## src/cslex_pkg.sv

```systemverilog
// ----------------------------------------------------------------------------
// cslex_pkg
// Shared types, character codes and keyword tables for the C subset lexer.
// ----------------------------------------------------------------------------
`default_nettype none

package cslex_pkg;

  typedef enum logic [2:0] {
    MODE_IDLE,
    MODE_SLASH,
    MODE_LINEC,
    MODE_BLOCK,
    MODE_IDENT,
    MODE_NUM
  } scan_mode_e;

  localparam logic [1:0] KIND_OP      = 2'd0;
  localparam logic [1:0] KIND_KEYWORD = 2'd1;
  localparam logic [1:0] KIND_IDENT   = 2'd2;
  localparam logic [1:0] KIND_NUM     = 2'd3;

  localparam logic [7:0] CH_NL    = 8'h0A;
  localparam logic [7:0] CH_STAR  = 8'h2A;
  localparam logic [7:0] CH_SLASH = 8'h2F;
  localparam logic [7:0] CH_UNDER = 8'h5F;

  localparam int NUM_KW = 6;

  // int, void, if, else, do, while
  localparam logic [7:0] KW_TEXT [NUM_KW][5] = '{
    '{8'h69, 8'h6E, 8'h74, 8'h00, 8'h00},
    '{8'h76, 8'h6F, 8'h69, 8'h64, 8'h00},
    '{8'h69, 8'h66, 8'h00, 8'h00, 8'h00},
    '{8'h65, 8'h6C, 8'h73, 8'h65, 8'h00},
    '{8'h64, 8'h6F, 8'h00, 8'h00, 8'h00},
    '{8'h77, 8'h68, 8'h69, 8'h6C, 8'h65}
  };
  localparam logic [2:0] KW_LEN [NUM_KW] = '{3'd3, 3'd4, 3'd2, 3'd4, 3'd2, 3'd5};

  // controller -> datapath
  typedef struct packed {
    logic       load;
    logic       mode_wr;
    scan_mode_e mode_val;
    logic       star_wr;
    logic       star_val;
    logic       bump_line;
    logic       clear_lex;
    logic       append;
    logic       flush_start;
    logic       flush_emit;
    logic       emit_op;
    logic       op_is_slash;
  } cslex_cmd_t;

  // datapath -> controller
  typedef struct packed {
    logic [7:0] byte_c;
    logic       eot;
    scan_mode_e mode;
    logic       star;
    logic       slot_free;
    logic       lex_empty;
    logic       flush_last;
  } cslex_sts_t;

  function automatic logic is_alpha(input logic [7:0] c);
    return ((c >= 8'h61) && (c <= 8'h7A)) || ((c >= 8'h41) && (c <= 8'h5A));
  endfunction

  function automatic logic is_digit(input logic [7:0] c);
    return (c >= 8'h30) && (c <= 8'h39);
  endfunction

  function automatic logic is_op(input logic [7:0] c);
    return (c == 8'h2B) || (c == 8'h2D) || (c == CH_STAR) || (c == CH_SLASH) ||
           (c == 8'h3E) || (c == 8'h3C) || (c == 8'h3D) || (c == 8'h25) ||
           (c == 8'h26) || (c == 8'h7C);
  endfunction

  // keywords that still match with character c at position p
  function automatic logic [NUM_KW-1:0] kw_step(input logic [5:0] p, input logic [7:0] c);
    logic [NUM_KW-1:0] keep;
    keep = '0;
    for (int k = 0; k < NUM_KW; k++) begin
      if (p < {3'b000, KW_LEN[k]}) begin
        keep[k] = (KW_TEXT[k][p[2:0]] == c);
      end
    end
    return keep;
  endfunction

  function automatic logic kw_hit(input logic [NUM_KW-1:0] kw, input logic [5:0] len);
    logic hit;
    hit = 1'b0;
    for (int k = 0; k < NUM_KW; k++) begin
      if (kw[k] && (len == {3'b000, KW_LEN[k]})) begin
        hit = 1'b1;
      end
    end
    return hit;
  endfunction

endpackage

`default_nettype wire

```

## src/cslex_ram.sv

```systemverilog
// ----------------------------------------------------------------------------
// cslex_ram
// Generic single-write, single-read RAM with registered read data.
// ----------------------------------------------------------------------------
`default_nettype none

module cslex_ram #(
  parameter int WIDTH = 8,
  parameter int DEPTH = 32
) (
  input  wire logic                     clk_i,
  input  wire logic                     wr_en_i,
  input  wire logic [$clog2(DEPTH)-1:0] wr_addr_i,
  input  wire logic [WIDTH-1:0]         wr_data_i,
  input  wire logic                     rd_en_i,
  input  wire logic [$clog2(DEPTH)-1:0] rd_addr_i,
  output logic      [WIDTH-1:0]         rd_data_o
);

  logic [WIDTH-1:0] mem_q [DEPTH];

  always_ff @(posedge clk_i) begin
    if (wr_en_i) begin
      mem_q[wr_addr_i] <= wr_data_i;
    end
    if (rd_en_i) begin
      rd_data_o <= mem_q[rd_addr_i];
    end
  end

endmodule

`default_nettype wire

```

## src/cslex_ctrl.sv

```systemverilog
// ----------------------------------------------------------------------------
// cslex_ctrl
// Lexer sequencer: decodes the latched byte against the scan mode and steps
// the datapath through comment skipping, appends, flushes and operator words.
// ----------------------------------------------------------------------------
`default_nettype none

module cslex_ctrl
  import cslex_pkg::*;
(
  input  wire logic       clk_i,
  input  wire logic       rst_ni,
  input  wire logic       in_valid_i,
  output logic            in_ready_o,
  input  wire cslex_sts_t sts_i,
  output cslex_cmd_t      cmd_o
);

  typedef enum logic [1:0] {
    ST_WAIT,
    ST_DECODE,
    ST_FLUSH,
    ST_IDLEBYTE
  } state_e;

  state_e state_q, state_d;
  logic   after_idle_q, after_idle_d;
  logic   do_idle;
  logic [7:0] c;

  assign c          = sts_i.byte_c;
  assign in_ready_o = (state_q == ST_WAIT);

  always_comb begin
    cmd_o        = '0;
    state_d      = state_q;
    after_idle_d = after_idle_q;
    do_idle      = 1'b0;

    unique case (state_q)
      ST_WAIT: begin
        if (in_valid_i) begin
          cmd_o.load = 1'b1;
          state_d    = ST_DECODE;
        end
      end

      ST_DECODE: begin
        if (sts_i.eot) begin
          unique case (sts_i.mode)
            MODE_SLASH: begin
              if (sts_i.slot_free) begin
                cmd_o.emit_op     = 1'b1;
                cmd_o.op_is_slash = 1'b1;
                cmd_o.mode_wr     = 1'b1;
                cmd_o.mode_val    = MODE_IDLE;
                cmd_o.star_wr     = 1'b1;
                state_d           = ST_WAIT;
              end
            end
            MODE_IDENT, MODE_NUM: begin
              cmd_o.mode_wr  = 1'b1;
              cmd_o.mode_val = MODE_IDLE;
              cmd_o.star_wr  = 1'b1;
              if (sts_i.lex_empty) begin
                state_d = ST_WAIT;
              end else begin
                cmd_o.flush_start = 1'b1;
                after_idle_d      = 1'b0;
                state_d           = ST_FLUSH;
              end
            end
            MODE_LINEC: begin
              cmd_o.bump_line = 1'b1;
              cmd_o.mode_wr   = 1'b1;
              cmd_o.mode_val  = MODE_IDLE;
              cmd_o.star_wr   = 1'b1;
              state_d         = ST_WAIT;
            end
            default: begin
              cmd_o.mode_wr  = 1'b1;
              cmd_o.mode_val = MODE_IDLE;
              cmd_o.star_wr  = 1'b1;
              state_d        = ST_WAIT;
            end
          endcase
        end else begin
          unique case (sts_i.mode)
            MODE_SLASH: begin
              if (c == CH_SLASH) begin
                cmd_o.mode_wr  = 1'b1;
                cmd_o.mode_val = MODE_LINEC;
                state_d        = ST_WAIT;
              end else if (c == CH_STAR) begin
                cmd_o.mode_wr  = 1'b1;
                cmd_o.mode_val = MODE_BLOCK;
                cmd_o.star_wr  = 1'b1;
                state_d        = ST_WAIT;
              end else if (sts_i.slot_free) begin
                cmd_o.emit_op     = 1'b1;
                cmd_o.op_is_slash = 1'b1;
                cmd_o.mode_wr     = 1'b1;
                cmd_o.mode_val    = MODE_IDLE;
                state_d           = ST_IDLEBYTE;
              end
            end
            MODE_LINEC: begin
              if (c == CH_NL) begin
                cmd_o.bump_line = 1'b1;
                cmd_o.mode_wr   = 1'b1;
                cmd_o.mode_val  = MODE_IDLE;
              end
              state_d = ST_WAIT;
            end
            MODE_BLOCK: begin
              cmd_o.bump_line = (c == CH_NL);
              cmd_o.star_wr   = 1'b1;
              if (sts_i.star && (c == CH_SLASH)) begin
                cmd_o.mode_wr  = 1'b1;
                cmd_o.mode_val = MODE_IDLE;
              end else begin
                cmd_o.star_val = (c == CH_STAR);
              end
              state_d = ST_WAIT;
            end
            MODE_IDENT, MODE_NUM: begin
              if (is_digit(c) ||
                  ((sts_i.mode == MODE_IDENT) && (is_alpha(c) || (c == CH_UNDER)))) begin
                cmd_o.append = 1'b1;
                state_d      = ST_WAIT;
              end else begin
                cmd_o.mode_wr  = 1'b1;
                cmd_o.mode_val = MODE_IDLE;
                if (sts_i.lex_empty) begin
                  state_d = ST_IDLEBYTE;
                end else begin
                  cmd_o.flush_start = 1'b1;
                  after_idle_d      = 1'b1;
                  state_d           = ST_FLUSH;
                end
              end
            end
            default: begin
              do_idle = 1'b1;
            end
          endcase
        end
      end

      ST_FLUSH: begin
        if (sts_i.slot_free) begin
          cmd_o.flush_emit = 1'b1;
          if (sts_i.flush_last) begin
            state_d = after_idle_q ? ST_IDLEBYTE : ST_WAIT;
          end
        end
      end

      ST_IDLEBYTE: begin
        do_idle = 1'b1;
      end

      default: begin
        state_d = ST_WAIT;
      end
    endcase

    // fresh byte with no token pending
    if (do_idle) begin
      cmd_o.mode_wr  = 1'b1;
      cmd_o.mode_val = MODE_IDLE;
      state_d        = ST_WAIT;
      priority if (c == CH_SLASH) begin
        cmd_o.mode_val = MODE_SLASH;
      end else if (is_op(c)) begin
        if (sts_i.slot_free) begin
          cmd_o.emit_op = 1'b1;
        end else begin
          cmd_o.mode_wr = 1'b0;
          state_d       = state_q;
        end
      end else if (is_alpha(c) || (c == CH_UNDER)) begin
        cmd_o.clear_lex = 1'b1;
        cmd_o.append    = 1'b1;
        cmd_o.mode_val  = MODE_IDENT;
      end else if (is_digit(c)) begin
        cmd_o.clear_lex = 1'b1;
        cmd_o.append    = 1'b1;
        cmd_o.mode_val  = MODE_NUM;
      end else if (c == CH_NL) begin
        cmd_o.bump_line = 1'b1;
      end else begin
        cmd_o.mode_val = MODE_IDLE;
      end
    end
  end

  always_ff @(posedge clk_i or negedge rst_ni) begin
    if (!rst_ni) begin
      state_q      <= ST_WAIT;
      after_idle_q <= 1'b0;
    end else begin
      state_q      <= state_d;
      after_idle_q <= after_idle_d;
    end
  end

endmodule

`default_nettype wire

```

## src/cslex_datapath.sv

```systemverilog
// ----------------------------------------------------------------------------
// cslex_datapath
// Scan state, lexeme buffer, keyword tracking, line and token counters, and
// the output word register.
// ----------------------------------------------------------------------------
`default_nettype none

module cslex_datapath
  import cslex_pkg::*;
#(
  parameter int MAX_LEXEME = 32
) (
  input  wire logic        clk_i,
  input  wire logic        rst_ni,
  input  wire cslex_cmd_t  cmd_i,
  output cslex_sts_t       sts_o,
  input  wire logic [7:0]  in_byte_i,
  input  wire logic        in_eot_i,
  output logic             out_valid_o,
  input  wire logic        out_ready_i,
  output logic [15:0]      out_line_o,
  output logic [15:0]      out_token_o,
  output logic [1:0]       out_kind_o,
  output logic [7:0]       out_char_o,
  output logic [4:0]       out_pos_o,
  output logic             out_last_o,
  output logic             out_trunc_o
);

  localparam int LW = $clog2(MAX_LEXEME + 1);
  localparam int AW = $clog2(MAX_LEXEME);

  logic [7:0]        byte_q;
  logic              eot_q;
  scan_mode_e        mode_q, mode_d;
  logic              star_q, star_d;
  logic [LW-1:0]     len_q, len_d;
  logic              ovf_q, ovf_d;
  logic [NUM_KW-1:0] kw_q, kw_d;
  logic [15:0]       line_q, line_d;
  logic [15:0]       tok_q, tok_d;

  logic [LW-1:0]     flen_q, fidx_q, fidx_inc;
  logic [1:0]        fkind_q;
  logic              ftrunc_q;

  logic              m_valid_q;
  logic [15:0]       o_line_q, o_tok_q;
  logic [1:0]        o_kind_q;
  logic [7:0]        o_char_q;
  logic [4:0]        o_pos_q;
  logic              o_last_q, o_trunc_q;

  logic [LW-1:0]     base_len;
  logic              base_ovf;
  logic [NUM_KW-1:0] base_kw;
  logic              clear;
  logic              wr_en, rd_en;
  logic [AW-1:0]     wr_addr, rd_addr;
  logic [7:0]        rd_data;
  logic [LW+4:0]     pos_ext;
  logic              slot_free, flush_last;

  cslex_ram #(
    .WIDTH (8),
    .DEPTH (MAX_LEXEME)
  ) u_buf (
    .clk_i     (clk_i),
    .wr_en_i   (wr_en),
    .wr_addr_i (wr_addr),
    .wr_data_i (byte_q),
    .rd_en_i   (rd_en),
    .rd_addr_i (rd_addr),
    .rd_data_o (rd_data)
  );

  assign slot_free  = !m_valid_q || out_ready_i;
  assign fidx_inc   = fidx_q + LW'(1);
  assign flush_last = (fidx_inc == flen_q);
  assign pos_ext    = (LW + 5)'(fidx_q);

  assign sts_o.byte_c     = byte_q;
  assign sts_o.eot        = eot_q;
  assign sts_o.mode       = mode_q;
  assign sts_o.star       = star_q;
  assign sts_o.slot_free  = slot_free;
  assign sts_o.lex_empty  = (len_q == '0);
  assign sts_o.flush_last = flush_last;

  assign rd_en   = cmd_i.flush_start | cmd_i.flush_emit;
  assign rd_addr = cmd_i.flush_start ? '0 : fidx_inc[AW-1:0];

  // lexeme append / clear
  always_comb begin
    clear    = cmd_i.clear_lex | cmd_i.flush_start;
    base_len = clear ? '0 : len_q;
    base_ovf = clear ? 1'b0 : ovf_q;
    base_kw  = clear ? '1 : kw_q;
    len_d    = base_len;
    ovf_d    = base_ovf;
    kw_d     = base_kw;
    wr_en    = 1'b0;
    wr_addr  = base_len[AW-1:0];
    if (cmd_i.append) begin
      if (base_len < LW'(MAX_LEXEME)) begin
        wr_en = 1'b1;
        len_d = base_len + LW'(1);
        kw_d  = base_kw & kw_step(6'(base_len), byte_q);
      end else begin
        ovf_d = 1'b1;
        kw_d  = '0;
      end
    end
  end

  always_comb begin
    mode_d = cmd_i.mode_wr ? cmd_i.mode_val : mode_q;
    star_d = cmd_i.star_wr ? cmd_i.star_val : star_q;
    line_d = line_q;
    if (cmd_i.bump_line && (line_q != 16'hFFFF)) begin
      line_d = line_q + 16'd1;
    end
    tok_d = tok_q;
    if ((cmd_i.emit_op || (cmd_i.flush_emit && flush_last)) && (tok_q != 16'hFFFF)) begin
      tok_d = tok_q + 16'd1;
    end
  end

  always_ff @(posedge clk_i or negedge rst_ni) begin
    if (!rst_ni) begin
      mode_q    <= MODE_IDLE;
      star_q    <= 1'b0;
      len_q     <= '0;
      ovf_q     <= 1'b0;
      kw_q      <= '1;
      line_q    <= 16'd1;
      tok_q     <= 16'd1;
      m_valid_q <= 1'b0;
    end else begin
      mode_q <= mode_d;
      star_q <= star_d;
      len_q  <= len_d;
      ovf_q  <= ovf_d;
      kw_q   <= kw_d;
      line_q <= line_d;
      tok_q  <= tok_d;
      if (cmd_i.emit_op || cmd_i.flush_emit) begin
        m_valid_q <= 1'b1;
      end else if (out_ready_i) begin
        m_valid_q <= 1'b0;
      end
    end
  end

  always_ff @(posedge clk_i) begin
    if (cmd_i.load) begin
      byte_q <= in_byte_i;
      eot_q  <= in_eot_i;
    end
    if (cmd_i.flush_start) begin
      flen_q   <= len_q;
      fidx_q   <= '0;
      ftrunc_q <= ovf_q;
      if (mode_q == MODE_NUM) begin
        fkind_q <= KIND_NUM;
      end else if (kw_hit(kw_q, 6'(len_q)) && !ovf_q) begin
        fkind_q <= KIND_KEYWORD;
      end else begin
        fkind_q <= KIND_IDENT;
      end
    end else if (cmd_i.flush_emit) begin
      fidx_q <= fidx_inc;
    end
    if (cmd_i.flush_emit) begin
      o_line_q  <= line_q;
      o_tok_q   <= tok_q;
      o_kind_q  <= fkind_q;
      o_char_q  <= rd_data;
      o_pos_q   <= pos_ext[4:0];
      o_last_q  <= flush_last;
      o_trunc_q <= ftrunc_q;
    end else if (cmd_i.emit_op) begin
      o_line_q  <= line_q;
      o_tok_q   <= tok_q;
      o_kind_q  <= KIND_OP;
      o_char_q  <= cmd_i.op_is_slash ? CH_SLASH : byte_q;
      o_pos_q   <= 5'd0;
      o_last_q  <= 1'b1;
      o_trunc_q <= 1'b0;
    end
  end

  assign out_valid_o = m_valid_q;
  assign out_line_o  = o_line_q;
  assign out_token_o = o_tok_q;
  assign out_kind_o  = o_kind_q;
  assign out_char_o  = o_char_q;
  assign out_pos_o   = o_pos_q;
  assign out_last_o  = o_last_q;
  assign out_trunc_o = o_trunc_q;

endmodule

`default_nettype wire

```

## src/c_subset_lexer_core.sv

```systemverilog
// ----------------------------------------------------------------------------
// c_subset_lexer_core
// Byte-serial lexer for a small C subset: skips comments, counts lines and
// emits each token as a run of character words.
// ----------------------------------------------------------------------------
// Timing: a byte is latched in one cycle and decoded in the next; an operator
//   word is registered into the output word register at decode.
// Flow: a new byte is accepted only once the last one is fully handled; a token
//   of n characters is read back one per cycle from the lexeme RAM, and the byte
//   that ends a token or follows a held slash is re-scanned; output stalls hold
//   the sequencer.
// Reset: scan mode idle, lexeme empty, line and token counters at 1.
// ----------------------------------------------------------------------------
`default_nettype none

module c_subset_lexer_core
  import cslex_pkg::*;
#(
  parameter int MAX_LEXEME = 32
) (
  input  wire logic        clk_i,
  input  wire logic        rst_ni,
  input  wire logic        s_axis_tvalid_i,
  output logic             s_axis_tready_o,
  input  wire logic [7:0]  s_axis_tdata_i,   // text_byte
  input  wire logic        s_axis_tlast_i,   // end_of_text
  output logic             m_axis_tvalid_o,
  input  wire logic        m_axis_tready_i,
  output logic [47:0]      m_axis_tdata_o,   // line_number, token_number, lexeme_char,
                                             // char_position, zero pad
  output logic [2:0]       m_axis_tuser_o,   // token_kind, lexeme_truncated
  output logic             m_axis_tlast_o    // last_of_token
);

  cslex_cmd_t  cmd;
  cslex_sts_t  sts;
  logic [15:0] line_number, token_number;
  logic [1:0]  token_kind;
  logic [7:0]  lexeme_char;
  logic [4:0]  char_position;
  logic        lexeme_truncated;

  cslex_ctrl u_ctrl (
    .clk_i      (clk_i),
    .rst_ni     (rst_ni),
    .in_valid_i (s_axis_tvalid_i),
    .in_ready_o (s_axis_tready_o),
    .sts_i      (sts),
    .cmd_o      (cmd)
  );

  cslex_datapath #(
    .MAX_LEXEME (MAX_LEXEME)
  ) u_dp (
    .clk_i       (clk_i),
    .rst_ni      (rst_ni),
    .cmd_i       (cmd),
    .sts_o       (sts),
    .in_byte_i   (s_axis_tdata_i),
    .in_eot_i    (s_axis_tlast_i),
    .out_valid_o (m_axis_tvalid_o),
    .out_ready_i (m_axis_tready_i),
    .out_line_o  (line_number),
    .out_token_o (token_number),
    .out_kind_o  (token_kind),
    .out_char_o  (lexeme_char),
    .out_pos_o   (char_position),
    .out_last_o  (m_axis_tlast_o),
    .out_trunc_o (lexeme_truncated)
  );

  assign m_axis_tdata_o = {3'b000, char_position, lexeme_char, token_number, line_number};
  assign m_axis_tuser_o = {lexeme_truncated, token_kind};

endmodule

`default_nettype wire

```

## config.mk

```make
export PLATFORM = sky130hd
export DESIGN_NAME = c_subset_lexer_core
export DESIGN_NICKNAME = d
export VERILOG_FILES = /design/src/cslex_pkg.sv /design/src/cslex_ram.sv /design/src/cslex_ctrl.sv /design/src/cslex_datapath.sv /design/src/c_subset_lexer_core.sv
export SDC_FILE = /design/constraint.sdc
export NUM_CORES = 1
export LEC_CHECK = 0
export BUFFER_PORTS_ARGS = -buffer_cell sky130_fd_sc_hd__buf_2
export CORE_MARGIN = 2
export CORE_UTILIZATION = 38
export DETAILED_ROUTE_END_ITERATION = 8
export GPL_TIMING_DRIVEN = 0
export PLACE_DENSITY = 0.55
export SKIP_CTS_REPAIR_TIMING = 1
export SLEW_MARGIN = 25
export SYNTH_ARGS = -nofsm -noshare
export SYNTH_HDL_FRONTEND = slang
export SYNTH_SLANG_ARGS = --single-unit
```

## constraint.sdc

```tcl
create_clock -name clk_i -period 13.9 [get_ports clk_i]
set_input_delay 4.17 -clock clk_i [delete_from_list [all_inputs] [get_ports clk_i]]
set_output_delay 4.17 -clock clk_i [all_outputs]
set_load 0.02 [all_outputs]
```

# Yosys cells after proc, flatten, opt, wreduce, memory -nomap -nowiden
# Memory sizes are Yosys's and may differ from the RTL's. A register that Yosys moved wholly into a read port is not among the register bits.
# Index checks and enable logic that the tools add are counted.
totals:
  ff_bits: 126
  ramBits: 256
  mem_bits_ro: 384
  inputBits: 13
  n_memories: 7
op_classes:
  n_addsub: 4
  n_lt_le_gt_ge: 12
  eq_ne: 41
  n_mux: 156
  n_bitwise: 4
  reduce_logical: 42
memory_table:
  columns: ["memory", "depth", "word_bits", "rd", "rd_ports_with_merged_regs", "wr", "line_no", "rtl"]
  rows:
  - ["u_dp.u_buf.mem_q", 32, 8, 1, 1, 1, "cslex_ram.sv:20", "logic [WIDTH-1:0] mem_q [DEPTH];"]
  - ["(name not given)", 8, 8, 1, 0, 0, "cslex_pkg.sv:88", "keep[k] = (KW_TEXT[k][p[2:0]] == c);"]
  - ["(name not given)", 8, 8, 1, 0, 0, "cslex_pkg.sv:88", null]
  - ["(name not given)", 8, 8, 1, 0, 0, "cslex_pkg.sv:88", null]
  - ["(name not given)", 8, 8, 1, 0, 0, "cslex_pkg.sv:88", null]
  - ["(name not given)", 8, 8, 1, 0, 0, "cslex_pkg.sv:88", null]
  - ["1 more memories", null, null, null, null, null, null, null]
op_table:
  columns: ["cell", "count"]
  rows:
  - ["$mux 8", 15]
  - ["$mux 1", 75]
  - ["$eq 8x6->1 const B", 9]
  - ["$mux 16", 4]
  - ["$mux 2", 28]
  - ["$eq 8x8->1", 6]
  - ["$mux 6", 6]
  - ["$add 16x1->16 const B", 2]
  - ["$ne 16x16->1 const B", 2]
  - ["$mux 5", 6]
  - ["$mux 4", 7]
  - ["$mux 3", 7]
  - ["$eq 8x7->1 const B", 2]
  - ["$ge 8x7->1 const B", 2]
  - ["$le 8x7->1 const B", 2]
  - ["$pmux 4 s4", 1]
  - ["$logic_and 1x1->1", 15]
  - ["$logic_or 1x1->1", 15]
  - ["$add 6x1->6 const B", 2]
  - ["$eq 6x2->1 const B", 2]
  - ["$eq 6x3->1 const B", 2]
  - ["$lt 6x2->1 const B", 2]
  - ["$lt 6x3->1 const B", 2]
  - ["$pmux 2 s3", 2]
  - ["32 further kinds", 43]

# Logic depth before layout (Yosys ltp)
# Gate-level depths: netlist (run 1).
logic_depth:
  ltp_word: 29
  ltp_mapped: 19
  mapped_depth_nobuf: 15

# By module
# A second synthesis (run 1) with hierarchy kept.
hier_totals:
  cells_unflattened: 1037
  hier_area_um2: 16778.6
modules_own_cells:
  columns: ["module", "n_inst", "cells_each", "area_per_inst_um2", "seq_area_each_um2"]
  rows:
  - ["cslex_ram", 1, 417, 10133.5, 7927.6]
  - ["cslex_datapath", 1, 486, 5715.5, 3393.3]
  - ["cslex_ctrl", 1, 129, 895.9, 75.1]
  - ["c_subset_lexer_core", 1, 5, 33.8, 0.0]

# Least setup slack after synthesis (run 1)
# No wires, ideal clock.
synth_timing:
  path_type: "in2reg"
  startpoint: "input m_axis_tready_i"
  endpoint: "register u_dp.o_char_q[0], in the netlist u_dp.out_char_o[0], enable pin"
  setup_time_ns: 0.523
  arrival_time_ns: 7.711
  path_slack_ns: 5.666
  path_stages: 2
  n_path_buf: 0
  path_cell_list: "nor2b_1 o21ai_0"
synth_between:
  elab_chain_cells: 12
  elab_cells_between_ends: 15
  classes_between: "13 x mux; 2 x reduce/logical"
synth_rtl:
  columns: ["item", "line_no", "rtl"]
  rows:
  - ["start: declaration", "c_subset_lexer_core.sv:28", "input wire logic m_axis_tready_i,"]
  - ["$logic_or 1x1->1 (*)", "cslex_datapath.sv:77", "assign slot_free = !m_valid_q || out_ready_i;"]
  - ["$mux 2", "cslex_ctrl.sv:52, cslex_ctrl.sv:99", null]
  - ["$mux 2", "cslex_ctrl.sv:94", "end else if (c == CH_STAR) begin"]
  - ["$mux 2", "cslex_ctrl.sv:90", "if (c == CH_SLASH) begin"]
  - ["$mux 2", "cslex_ctrl.sv:88", "unique case (sts_i.mode)"]
  - ["$mux 2", "cslex_ctrl.sv:49", "if (sts_i.eot) begin"]
  - ["$mux 2", "cslex_ctrl.sv:40", "unique case (state_q)"]
  - ["$mux 1", "cslex_ctrl.sv:176", "if (sts_i.slot_free) begin"]
  - ["$mux 1", "cslex_ctrl.sv:175", "end else if (is_op(c)) begin"]
  - ["$mux 1", "cslex_ctrl.sv:173", "priority if (c == CH_SLASH) begin"]
  - ["$mux 1", "cslex_ctrl.sv:169", "if (do_idle) begin"]
  - ["$reduce_bool 2->1 (no line) (*)", null, null]
  - ["end signal: assignment", "cslex_datapath.sv:178", "o_char_q <= rd_data;"]
  - ["end signal: assignment", "cslex_datapath.sv:186", "o_char_q <= cmd_i.op_is_slash ? CH_SLASH : byte_q;"]
  - ["end: declaration", "cslex_datapath.sv:50", "logic [7:0] o_char_q;"]
# Every way passes the cells marked *; elsewhere a longest branch is shown, timed or not.
# A chain may end at the register's enable or synchronous reset.

# Worst setup path in the final report (run 1)
layout_timing:
  startpoint: "register u_ctrl.state_q[0]"
  endpoint: "output s_axis_tready_o"
layout_between:
  elab_chain_cells: 1
layout_rtl:
  columns: ["item", "line_no", "rtl"]
  rows:
  - ["start: declaration", "cslex_ctrl.sv:26", "state_e state_q, state_d;"]
  - ["start signal: assignment", "cslex_ctrl.sv:203", "state_q <= state_d;"]
  - ["$logic_not 2->1", "cslex_ctrl.sv:32", "assign in_ready_o = (state_q == ST_WAIT);"]
  - ["end: declaration", "c_subset_lexer_core.sv:24", "output logic s_axis_tready_o,"]
# Every way passes these cells.

==> results of run 1 <==
-- metal layers --
metal	wire (um)	track usage (%)
met1	21700	29.2
met2	22600	32.9
met3	3200	3.55
met4	1510	7.49
met5	0	0
-- registers in the layout, indices dropped and copies added (netlist names), 8 cells and up --
register	flops
u_dp.u_buf.mem_q	256
u_dp.line_q	16
u_dp.out_line_o	16
u_dp.out_token_o	16
u_dp.tok_q	16
u_dp.byte_q	8
u_dp.out_char_o	8
u_dp.u_buf.rd_data_o	8
-- Yosys cell counts (5+ instances only) --
cell and instances:
sky130_fd_sc_hd__a211o_1 15, sky130_fd_sc_hd__a211oi_1 5, sky130_fd_sc_hd__a21o_1 11, sky130_fd_sc_hd__a21oi_1 52, sky130_fd_sc_hd__a221oi_1 7, sky130_fd_sc_hd__a31oi_1 42
sky130_fd_sc_hd__and2_1 15, sky130_fd_sc_hd__and3_1 24, sky130_fd_sc_hd__buf_1 6, sky130_fd_sc_hd__buf_2 13, sky130_fd_sc_hd__buf_4 9, sky130_fd_sc_hd__clkbuf_1 63
sky130_fd_sc_hd__dfrtp_1 45, sky130_fd_sc_hd__dfstp_2 8, sky130_fd_sc_hd__dfxtp_1 6, sky130_fd_sc_hd__edfxtp_1 331, sky130_fd_sc_hd__ha_1 15, sky130_fd_sc_hd__inv_1 17
sky130_fd_sc_hd__mux2i_1 31, sky130_fd_sc_hd__nand2_1 139, sky130_fd_sc_hd__nand2b_1 15, sky130_fd_sc_hd__nand3_1 36, sky130_fd_sc_hd__nand4_1 15, sky130_fd_sc_hd__nor2_1 93
sky130_fd_sc_hd__nor2b_1 12, sky130_fd_sc_hd__nor3_1 46, sky130_fd_sc_hd__o2111ai_1 5, sky130_fd_sc_hd__o211a_1 8, sky130_fd_sc_hd__o211ai_1 27, sky130_fd_sc_hd__o21ai_0 20
sky130_fd_sc_hd__o22ai_1 36, sky130_fd_sc_hd__o2bb2ai_1 16, sky130_fd_sc_hd__o311ai_0 5, sky130_fd_sc_hd__o311ai_1 10, sky130_fd_sc_hd__o31ai_1 5, sky130_fd_sc_hd__or4_1 10
sky130_fd_sc_hd__xnor2_1 39, sky130_fd_sc_hd__xor2_1 14
-- power breakdown --
part,leakage (nW),switching [W],internal (W)
logic,2.62,0.00103,0.000478
registers,3.76,0.0000573,0.00141
clock network,0.716,0.000471,0.000694
-- worst reg2reg max path: stages, from the launching register on --
cell                        delay, ns
sky130_fd_sc_hd__edfxtp_1        0.78
sky130_fd_sc_hd__buf_2           0.37
sky130_fd_sc_hd__nor3b_1         0.38
sky130_fd_sc_hd__nand3_1         0.26
sky130_fd_sc_hd__o2bb2ai_1       0.58
sky130_fd_sc_hd__o22ai_1         0.38
sky130_fd_sc_hd__nor2_1          0.39
sky130_fd_sc_hd__buf_2           0.31
sky130_fd_sc_hd__nand2_1         0.19
sky130_fd_sc_hd__inv_1           0.19
sky130_fd_sc_hd__ha_1            0.24
sky130_fd_sc_hd__and3_1          0.17
sky130_fd_sc_hd__clkbuf_1        0.21
sky130_fd_sc_hd__nand3_1         0.19
sky130_fd_sc_hd__nor2_1          0.78
-- stage by stage --
step	hold slack, ns	total power, W	utilization, %
5_1_grt	0.485	0.00433	44.6
3_5_place_dp	0.467	0.00298	41.4
2_1_floorplan	0.420	0.00241	-
6_report	0.481	0.00414	44.6
3_3_place_gp	0.430	0.00293	40.7
4_1_cts	0.469	0.00415	44.6
-- worst min path at each step --
stage	startpoint	endpoint	slack (ns)	depth (start not counted)
after floorplan	u_dp.len_q[5]$_DFF_PN0_	u_dp.flen_q[5]$_DFFE_PP_	0.42	0
after global placement	u_dp.len_q[5]$_DFF_PN0_	u_dp.flen_q[5]$_DFFE_PP_	0.43	0
after detailed placement	u_dp.len_q[5]$_DFF_PN0_	u_dp.flen_q[5]$_DFFE_PP_	0.47	0
after CTS	u_dp.len_q[5]$_DFF_PN0_	u_dp.flen_q[5]$_DFFE_PP_	0.47	0
after global routing	u_dp.len_q[5]$_DFF_PN0_	u_dp.flen_q[5]$_DFFE_PP_	0.49	0
final	u_dp.len_q[5]$_DFF_PN0_	u_dp.flen_q[5]$_DFFE_PP_	0.48	0
-- cell families (layout without fill, tap and decap cells) --
family	count (synthesis)	after routing	share of synthesized area [%]
muxes	33	33	1.93
other	1	3	0.0217
adders and majority gates	15	15	1.09
buffers and inverters	113	273	2.87
and+or+nand+nor	432	432	12.1
DFF	390	390	65.9
xor gates and xnor gates	54	54	2.78
AOI/OAI and AO/OA	313	313	13.3
-- layout make-up --
cell class	count	share of cell area, %
buffer	94	2.12
inverter	19	0.354
sequential	390	56.6
multi-input combinational	850	27.0
clock inverter	27	1.39
tap	600	3.73
clock buffer	53	5.79
timing repair buffer	80	3.03
==> qor_table.md, run 1 <==
| Step | Metric | Value |
|---|---|---|
| placed design | Port Buf Inserts | 63 |
| global route | Global-route total usage across every layer | 20.9% |
| sta | Portion of the clock cycle consumed by the worst path in the final layout | 41.8% |
| placed design | Placed wire-length estimate | 34,600 um |
| pwr | Static leakage | 7.09 nW |
| drt | Final wirelength | 49,000 um |
| clock tree | TritonCTS clock tree | built |
| floorplanning | Die Y | 217 um |
| placed design | Worst setup slack before clock tree synthesis | 7.74 ns |
| placed design | Cell count after placement | 2,033 |
| pwr | Worst ir drop on vdd | 0.133 mV |
| placed design | Area of placed instances | 18,700 um2 |
| sta | Worst-case clock skew | 0.0299 ns |
| worst setup path | Startpoint types | register |
| floorplanning | Num ports | 67 |
| clock tree | Clock latency on the worst-skew pair | 0.58 ns |
| cells and area | Register Area | 11,400 um2 |
| sta | Setup repair after global routing missed its margin | false |
| global route | Remaining global-route overflow | 0 |
| drt | First-pass iteration count of the detailed router | 5 |
| clock tree | TritonCTS buffer count | 44 |
| worst setup path | Kind of end point of the critical path | output pin |
| worst setup path | Endpoint of the lowest-slack register-to-register path | u_dp.u_buf.mem_q[23][5]$_DFFE_PP_ |
| hold path | Hold/Removal Path Class | reg2reg |
| global route | Global-route wire length before repair | 73,700 um |
| global route | Pin count of the biggest net entering global routing | 54 |
| cells and area | Post-synthesis to final-layout area growth | 16.5% |
| cells and area | Most frequent standard cell in the layout excluding fill and tap cells | sky130_fd_sc_hd__edfxtp_1 |
| worst setup path | Number of buffers and inverters on the critical path | 2 |
| logic synthesis | Number of enable flip-flop cells after synthesis | 331 |
| worst setup path | Count of cell instances traversed by the critical path | 3 |
| drt | Vias/cell | 5.58 |
| sta | Final hold violation count | 0 |
| pwr | Power per cell area | 206 nW/um2 |
| worst setup path | Critical Path End | s_axis_tready_o |
| cells and area | Layout cells sized above 1 | 13.9% |
| drt | Initial drt markers | 1,253 |
| worst setup path | Family of cells with the greatest summed delay on the critical path | flip-flops |
| drt | Routed wirelength normalized by instance count | 23.2 um |
| drt | DRC violation count after routing | 0 |
| logic synthesis | Area share of the largest cell type after synthesis | 57.5% |
| logic synthesis | Cell taking the most area after synthesis | sky130_fd_sc_hd__edfxtp_1 |
| logic synthesis | Proportion of synthesized chip area in sequential cells | 65.9% |
| floorplanning | Area of the core | 45,100 um2 |
| floorplanning | Standard-cell rows | 78 |
| logic synthesis | Library cells used by synthesis | 87 |
| job | Max-capacitance violation count | 0 |
| cells and area | Net count reported at finish | 1,507 |
| logic synthesis | Mapped Avg Cell Area | 12.8 um2 |
| floorplanning | Overall die width | 217 um |
| sta | Headroom to the max-slew limit | 30.4% |
| logic synthesis | Post-Synthesis Cell Area | 17,300 um2 |
| sta | Final count of pins violating max slew | 0 |
| clock tree | Number of sinks handled by clock tree synthesis | 390 |
| outcome | Outcome | finished clean |
| drt | Antenna Nets Post-Route | 0 |
| cells and area | Highest-count cells in the layout ignoring fill and taps | sky130_fd_sc_hd__edfxtp_1 (331), sky130_fd_sc_hd__nand2_1 (139), sky130_fd_sc_hd__nor2_1 (93) |
| clock tree | Maximum clock insertion buffer count | 3 |
| sta | Crit path setup slack, layout | 8.09 ns |
| cells and area | Fill cell instance count of the final layout | 4,204 |
| floorplanning | Floorplan die area | 47,200 um2 |
| global route | Number of global-route vias before repair | 11,500 |
| worst setup path | Maximum fanout along the worst path | 7 |
| worst setup path | Worst flop-to-flop path startpoint | u_dp.byte_q[5]$_DFFE_PP_ |
| worst setup path | Worst setup path startpoint | u_ctrl.state_q[0]$_DFFE_PN0P_ |
| cells and area | Diodes inserted | 0 |
| logic synthesis | Synth warn | 0 |
| worst setup path | Largest stage delay, worst path | 0.45 ns |
| worst setup path | Worst-path cell chain | inv_1, ha_1, buf_2 |
| clock tree | Maximum level of the CTS H-tree | 2 |
| cells and area | Number of standard cells in the layout, taps in and fillers out | 2,113 |
| logic synthesis | Share of synthesized registers carrying an async set or reset | 13.6% |
| worst setup path | Register-to-Register Setup Slack | 8.11 ns |
| sta | Transition time at the pin with the least slew margin | 1.04 ns |
| placed design | Global placer's final weighted congestion | 0.906 |
| logic synthesis | Seq cells post-synth | 390 |
| cells and area | Area used by multi-input combinational logic | 5430 um2 |
| clock tree | Cell at the root of the clock tree | sky130_fd_sc_hd__clkbuf_16 |
| global route | Number of antenna violations at the first check in global routing | 0 |
| worst setup path | CP required | 9.73 ns |
| clock tree | Clock slew seen by the registers of the worst setup and hold paths | 0.06 ns |
| worst setup path | Arrival time of the worst setup path | 1.64 ns |
| sta | Finish-stage setup viols | 0 |
| logic synthesis | Top cells by area in the synthesized netlist | sky130_fd_sc_hd__edfxtp_1 (58%), sky130_fd_sc_hd__dfrtp_1 (6.5%), sky130_fd_sc_hd__nand2_1 (3.0%), sky130_fd_sc_hd__nor2_1 (2.0%), sky130_fd_sc_hd__xnor2_1 (2.0%) |
| logic synthesis | Ys flop type | sky130_fd_sc_hd__edfxtp_1 |
| drt | Via count | 11,800 |
| worst setup path | Critical path class | reg2out |
| sta | FMAX | 172 MHz |
| cells and area | Design Area, Final | 20,100 um2 |
| sta | Setup total negative slack | 0 ns |
| sta | Min Clock Period, post-route | 5.81 ns |
| logic synthesis | Number of instances in the synthesized netlist | 1,351 |
| floorplanning | Initial standard-cell utilization of the core | 38.3% |
| worst setup path | Worst Reg-to-Reg Cells | 14 |
| worst setup path | Cell with the biggest individual delay on the critical path | sky130_fd_sc_hd__dfrtp_1 |
Note: power is estimated with default switching activity, not from simulation.
==> run 2: changes to the inputs <==
--- a/config.mk
+++ b/config.mk
@@ -10,7 +10,7 @@
 export CORE_UTILIZATION = 38
 export DETAILED_ROUTE_END_ITERATION = 8
 export GPL_TIMING_DRIVEN = 0
-export PLACE_DENSITY = 0.55
+export PLACE_DENSITY = 0.57
 export SKIP_CTS_REPAIR_TIMING = 1
 export SLEW_MARGIN = 25
 export SYNTH_ARGS = -nofsm -noshare
==> constraint.sdc (replaced) <==
create_clock -name clk_i -period 5.1 [get_ports clk_i]
set_input_delay 1.53 -clock clk_i [delete_from_list [all_inputs] [get_ports clk_i]]
set_output_delay 1.53 -clock clk_i [all_outputs]
set_load 0.02 [all_outputs]
==> qor_table.md, run 2 (synthesis gave the netlist of run 1 again) <==
| Step | Metric | Value | Delta |
|---|---|---|---|
| worst setup path | Critical path class | reg2reg | was reg2out |
| sta | FMAX | 204 MHz |  |
| sta | Finish-stage setup viols | 0 | unchanged |
| cells and area | Layout cells sized above 1 | 16.3% | was 13.9% |
| floorplanning | Die Y | 217 um | unchanged |
| clock tree | Number of sinks handled by clock tree synthesis | 390 | unchanged |
| drt | Via count | 11,900 | was 11,800 |
| global route | Global-route total usage across every layer | 20.4% | was 20.9% |
| placed design | Placed wire-length estimate | 34,000 um | was 34,600 um |
| floorplanning | Area of the core | 45,100 um2 | unchanged |
| sta | Crit path setup slack, layout | 0.207 ns | was 8.09 ns |
| drt | First-pass iteration count of the detailed router | 5 | unchanged |
| global route | Number of global-route vias before repair | 11,300 | was 11,500 |
| cells and area | Area used by multi-input combinational logic | 5540 um2 | was 5430 um2 |
| pwr | Register share of total power | 35.4% | was 35.5% |
| clock tree | Clock slew seen by the registers of the worst setup and hold paths | 0.06 ns | about the same |
| sta | Transition time at the pin with the least slew margin | 1.09 ns | was 1.04 ns |
| clock tree | TritonCTS clock tree | built | unchanged |
| drt | Vias/cell | 5.60 | was 5.58 |
| cells and area | Design Area, Final | 20,300 um2 | was 20,100 um2 |
| cells and area | Most flops, register | u_dp.u_buf.mem_q | unchanged |
| global route | Met3 track utilization from global routing | 4.72% | was 3.55% |
| pwr | Power per cell area | 553 nW/um2 | was 206 nW/um2 |
| placed design | Global placer's final weighted congestion | 0.895 | was 0.906 |
| global route | Remaining global-route overflow | 0 | unchanged |
| floorplanning | Overall die width | 217 um | unchanged |
| pwr | Worst ir drop on vdd | 0.332 mV | was 0.133 mV |
| worst setup path | Arrival time of the worst setup path | 5.14 ns | was 1.64 ns |
| cells and area | Most frequent standard cell in the layout excluding fill and tap cells | sky130_fd_sc_hd__edfxtp_1 | unchanged |
| placed design | Port Buf Inserts | 63 | unchanged |
| pwr | Internal Dissipation | 0.00699 W | was 0.00259 W |
| cells and area | Register Area | 11,400 um2 | unchanged |
| pwr | Static leakage | 7.14 nW | was 7.09 nW |
| clock tree | TritonCTS buffer count | 43 | was 44 |
| drt | Initial drt markers | 1,308 | was 1,253 |
| placed design | Worst setup slack before clock tree synthesis | -0.624 ns | was 7.74 ns |
| floorplanning | Floorplan die area | 47,200 um2 | unchanged |
| sta | Setup repair after global routing missed its margin | true | was false |
| worst setup path | Kind of end point of the critical path | register | was output pin |
| sta | Portion of the clock cycle consumed by the worst path in the final layout | 95.9% |  |
| drt | Antenna Nets Post-Route | 0 | unchanged |
| global route | Number of antenna violations at the first check in global routing | 0 | unchanged |
| worst setup path | CP required | 5.35 ns | was 9.73 ns |
| drt | Routed wirelength normalized by instance count | 22.9 um | was 23.2 um |
| global route | Global-route wire length before repair | 72,200 um | was 73,700 um |
| global route | Peak-usage layer in the global routing report | met2 | unchanged |
| pwr | Overall power of the completed layout | 0.0112 W | was 0.00414 W |
| pwr | Net Sw Frac | 37.8% | was 37.6% |
| drt | Final wirelength | 48,600 um | was 49,000 um |
| worst setup path | Maximum fanout along the worst path | 10 | was 7 |
| sta | Headroom to the max-slew limit | 26.2% | was 30.4% |
| cells and area | Max reg flops | 256 | unchanged |
| worst setup path | Startpoint types | register | unchanged |
| global route | Global-route met2 utilization | 31.7% | was 32.9% |
| sta | Worst-case clock skew | 0.0335 ns | was 0.0299 ns |
| drt | DRC violation count after routing | 0 | unchanged |
| sta | Final count of pins violating max slew | 0 | unchanged |
| floorplanning | Num ports | 67 | unchanged |
| clock tree | Maximum clock insertion buffer count | 3 | unchanged |
| cells and area | Post-synthesis to final-layout area growth | 17.7% | was 16.5% |
| cells and area | Net count reported at finish | 1,517 | was 1,507 |
| clock tree | Clock latency on the worst-skew pair | 0.58 ns | about the same |
| outcome | Outcome | finished clean | unchanged |
| sta | Min Clock Period, post-route | 4.89 ns |  |
| pwr | Total net switching power | 0.00425 W | was 0.00156 W |
| cells and area | Fill cell instance count of the final layout | 4,149 | was 4,204 |
| pwr | Power share of the clock group | 27.7% | was 28.1% |
| clock tree | Cell at the root of the clock tree | sky130_fd_sc_hd__clkbuf_16 | unchanged |
| global route | Met1 Usage GRT | 28.5% | was 29.2% |
| cells and area | Diodes inserted | 0 | unchanged |
| job | Max-capacitance violation count | 0 | unchanged |
| floorplanning | Standard-cell rows | 78 | unchanged |
| floorplanning | Initial standard-cell utilization of the core | 38.3% | unchanged |
| sta | Final hold violation count | 0 | unchanged |
| pwr | Part of the total power dissipated in combinational logic | 36.8% | was 36.4% |
| global route | Pin count of the biggest net entering global routing | 54 | unchanged |
| cells and area | Highest-count cells in the layout ignoring fill and taps | sky130_fd_sc_hd__edfxtp_1 (331), sky130_fd_sc_hd__nand2_1 (139), sky130_fd_sc_hd__buf_2 (75) | was sky130_fd_sc_hd__edfxtp_1 (331), sky130_fd_sc_hd__nand2_1 (139), sky130_fd_sc_hd__nor2_1 (93) |
| hold path | Hold/Removal Path Class | reg2reg | unchanged |
| placed design | Area of placed instances | 18,700 um2 | about the same |
| clock tree | Maximum level of the CTS H-tree | 2 | unchanged |
run 2: cell types whose count changed in the layout (fill, tap and decap cells not counted), moves of 3 or more:
| cell | before | now |
|---|---|---|
| sky130_fd_sc_hd__buf_12 | 0 | 4 |
| sky130_fd_sc_hd__buf_4 | 10 | 18 |
| sky130_fd_sc_hd__clkbuf_1 | 69 | 65 |
| sky130_fd_sc_hd__clkbuf_8 | 1 | 4 |
| sky130_fd_sc_hd__clkinv_1 | 9 | 12 |
| sky130_fd_sc_hd__clkinv_2 | 9 | 6 |
| sky130_fd_sc_hd__inv_6 | 3 | 0 |
| sky130_fd_sc_hd__nor2_1 | 93 | 73 |
| sky130_fd_sc_hd__nor2_2 | 0 | 13 |
| sky130_fd_sc_hd__nor2_4 | 0 | 7 |
run 2: worst max-delay path: stages, from the launching register on:
cell and delay [ns]:
sky130_fd_sc_hd__edfxtp_1 0.51, sky130_fd_sc_hd__clkbuf_1 0.37, sky130_fd_sc_hd__nor2b_1 0.41, sky130_fd_sc_hd__o21ai_0 0.23
sky130_fd_sc_hd__a31o_2 0.29, sky130_fd_sc_hd__and3_1 0.14, sky130_fd_sc_hd__clkbuf_1 0.19, sky130_fd_sc_hd__nor2_2 0.29
sky130_fd_sc_hd__buf_2 0.29, sky130_fd_sc_hd__nand2_1 0.21, sky130_fd_sc_hd__inv_1 0.20, sky130_fd_sc_hd__ha_1 0.28
sky130_fd_sc_hd__and3_1 0.18, sky130_fd_sc_hd__clkbuf_1 0.23, sky130_fd_sc_hd__nand3_1 0.33, sky130_fd_sc_hd__nor2_4 0.39
run 2: final cells by class:
cell class / instances / area share [%]
flip-flops and latches: 390 / 56.0
clock inverters: 26 / 1.11
plain buffers: 93 / 2.09
multi-input cells: 850 / 27.2
well taps: 600 / 3.69
inverters: 19 / 0.351
repair buffers: 92 / 3.61
clock buffers: 54 / 5.90
run 2: per-layer routing:
metal,share of wire [%],up-vias
met5,0,-
met4,3.0,0
met3,7.9,94
met2,46,492
met1,44,5863
li1,-,5456
run 2: worst paths after layout:
kind                                             from                                end  slack, ns  cells past startpoint
max                          u_dp.byte_q[0]$_DFFE_PP_  u_dp.u_buf.mem_q[15][4]$_DFFE_PP_       0.21                     15
min                        u_dp.tok_q[12]$_DFFE_PN0P_         u_dp.tok_q[12]$_DFFE_PN0P_       0.49                      1
max reg2reg                  u_dp.byte_q[0]$_DFFE_PP_  u_dp.u_buf.mem_q[15][4]$_DFFE_PP_       0.21                     15
min reg2reg                u_dp.tok_q[12]$_DFFE_PN0P_         u_dp.tok_q[12]$_DFFE_PN0P_       0.49                      1
max in group asynchronous                      rst_ni    u_ctrl.after_idle_q$_DFFE_PN0P_       3.58                      1
min in group asynchronous                      rst_ni         u_dp.line_q[9]$_DFFE_PN0P_       1.01                      1
run 2: metrics by stage:
step,cells,setup TNS [ns],util (%),hold WS (ns)
6_report,2124,0,45.1,0.488
3_5_place_dp,2033,-62.70,41.4,0.447
4_1_cts,2113,-70.98,44.5,0.486
5_1_grt,2124,-0.661,45.1,0.500
3_3_place_gp,2016,-355.59,40.7,0.428
2_1_floorplan,1353,0,-,0.420
run 2: power groups by stage:
| stage | clock [W] | combinational [W] | sequential (W) |
|---|---|---|---|
| 6_report | 0.00312 | 0.00414 | 0.00398 |
| 5_1_grt | 0.00329 | 0.00445 | 0.00400 |
| 4_1_cts | 0.00316 | 0.00402 | 0.00401 |
| 3_5_place_dp | 0 | 0.00401 | 0.00407 |
| 3_3_place_gp | 0 | 0.00376 | 0.00421 |
| 2_1_floorplan | 0 | 0.00240 | 0.00416 |
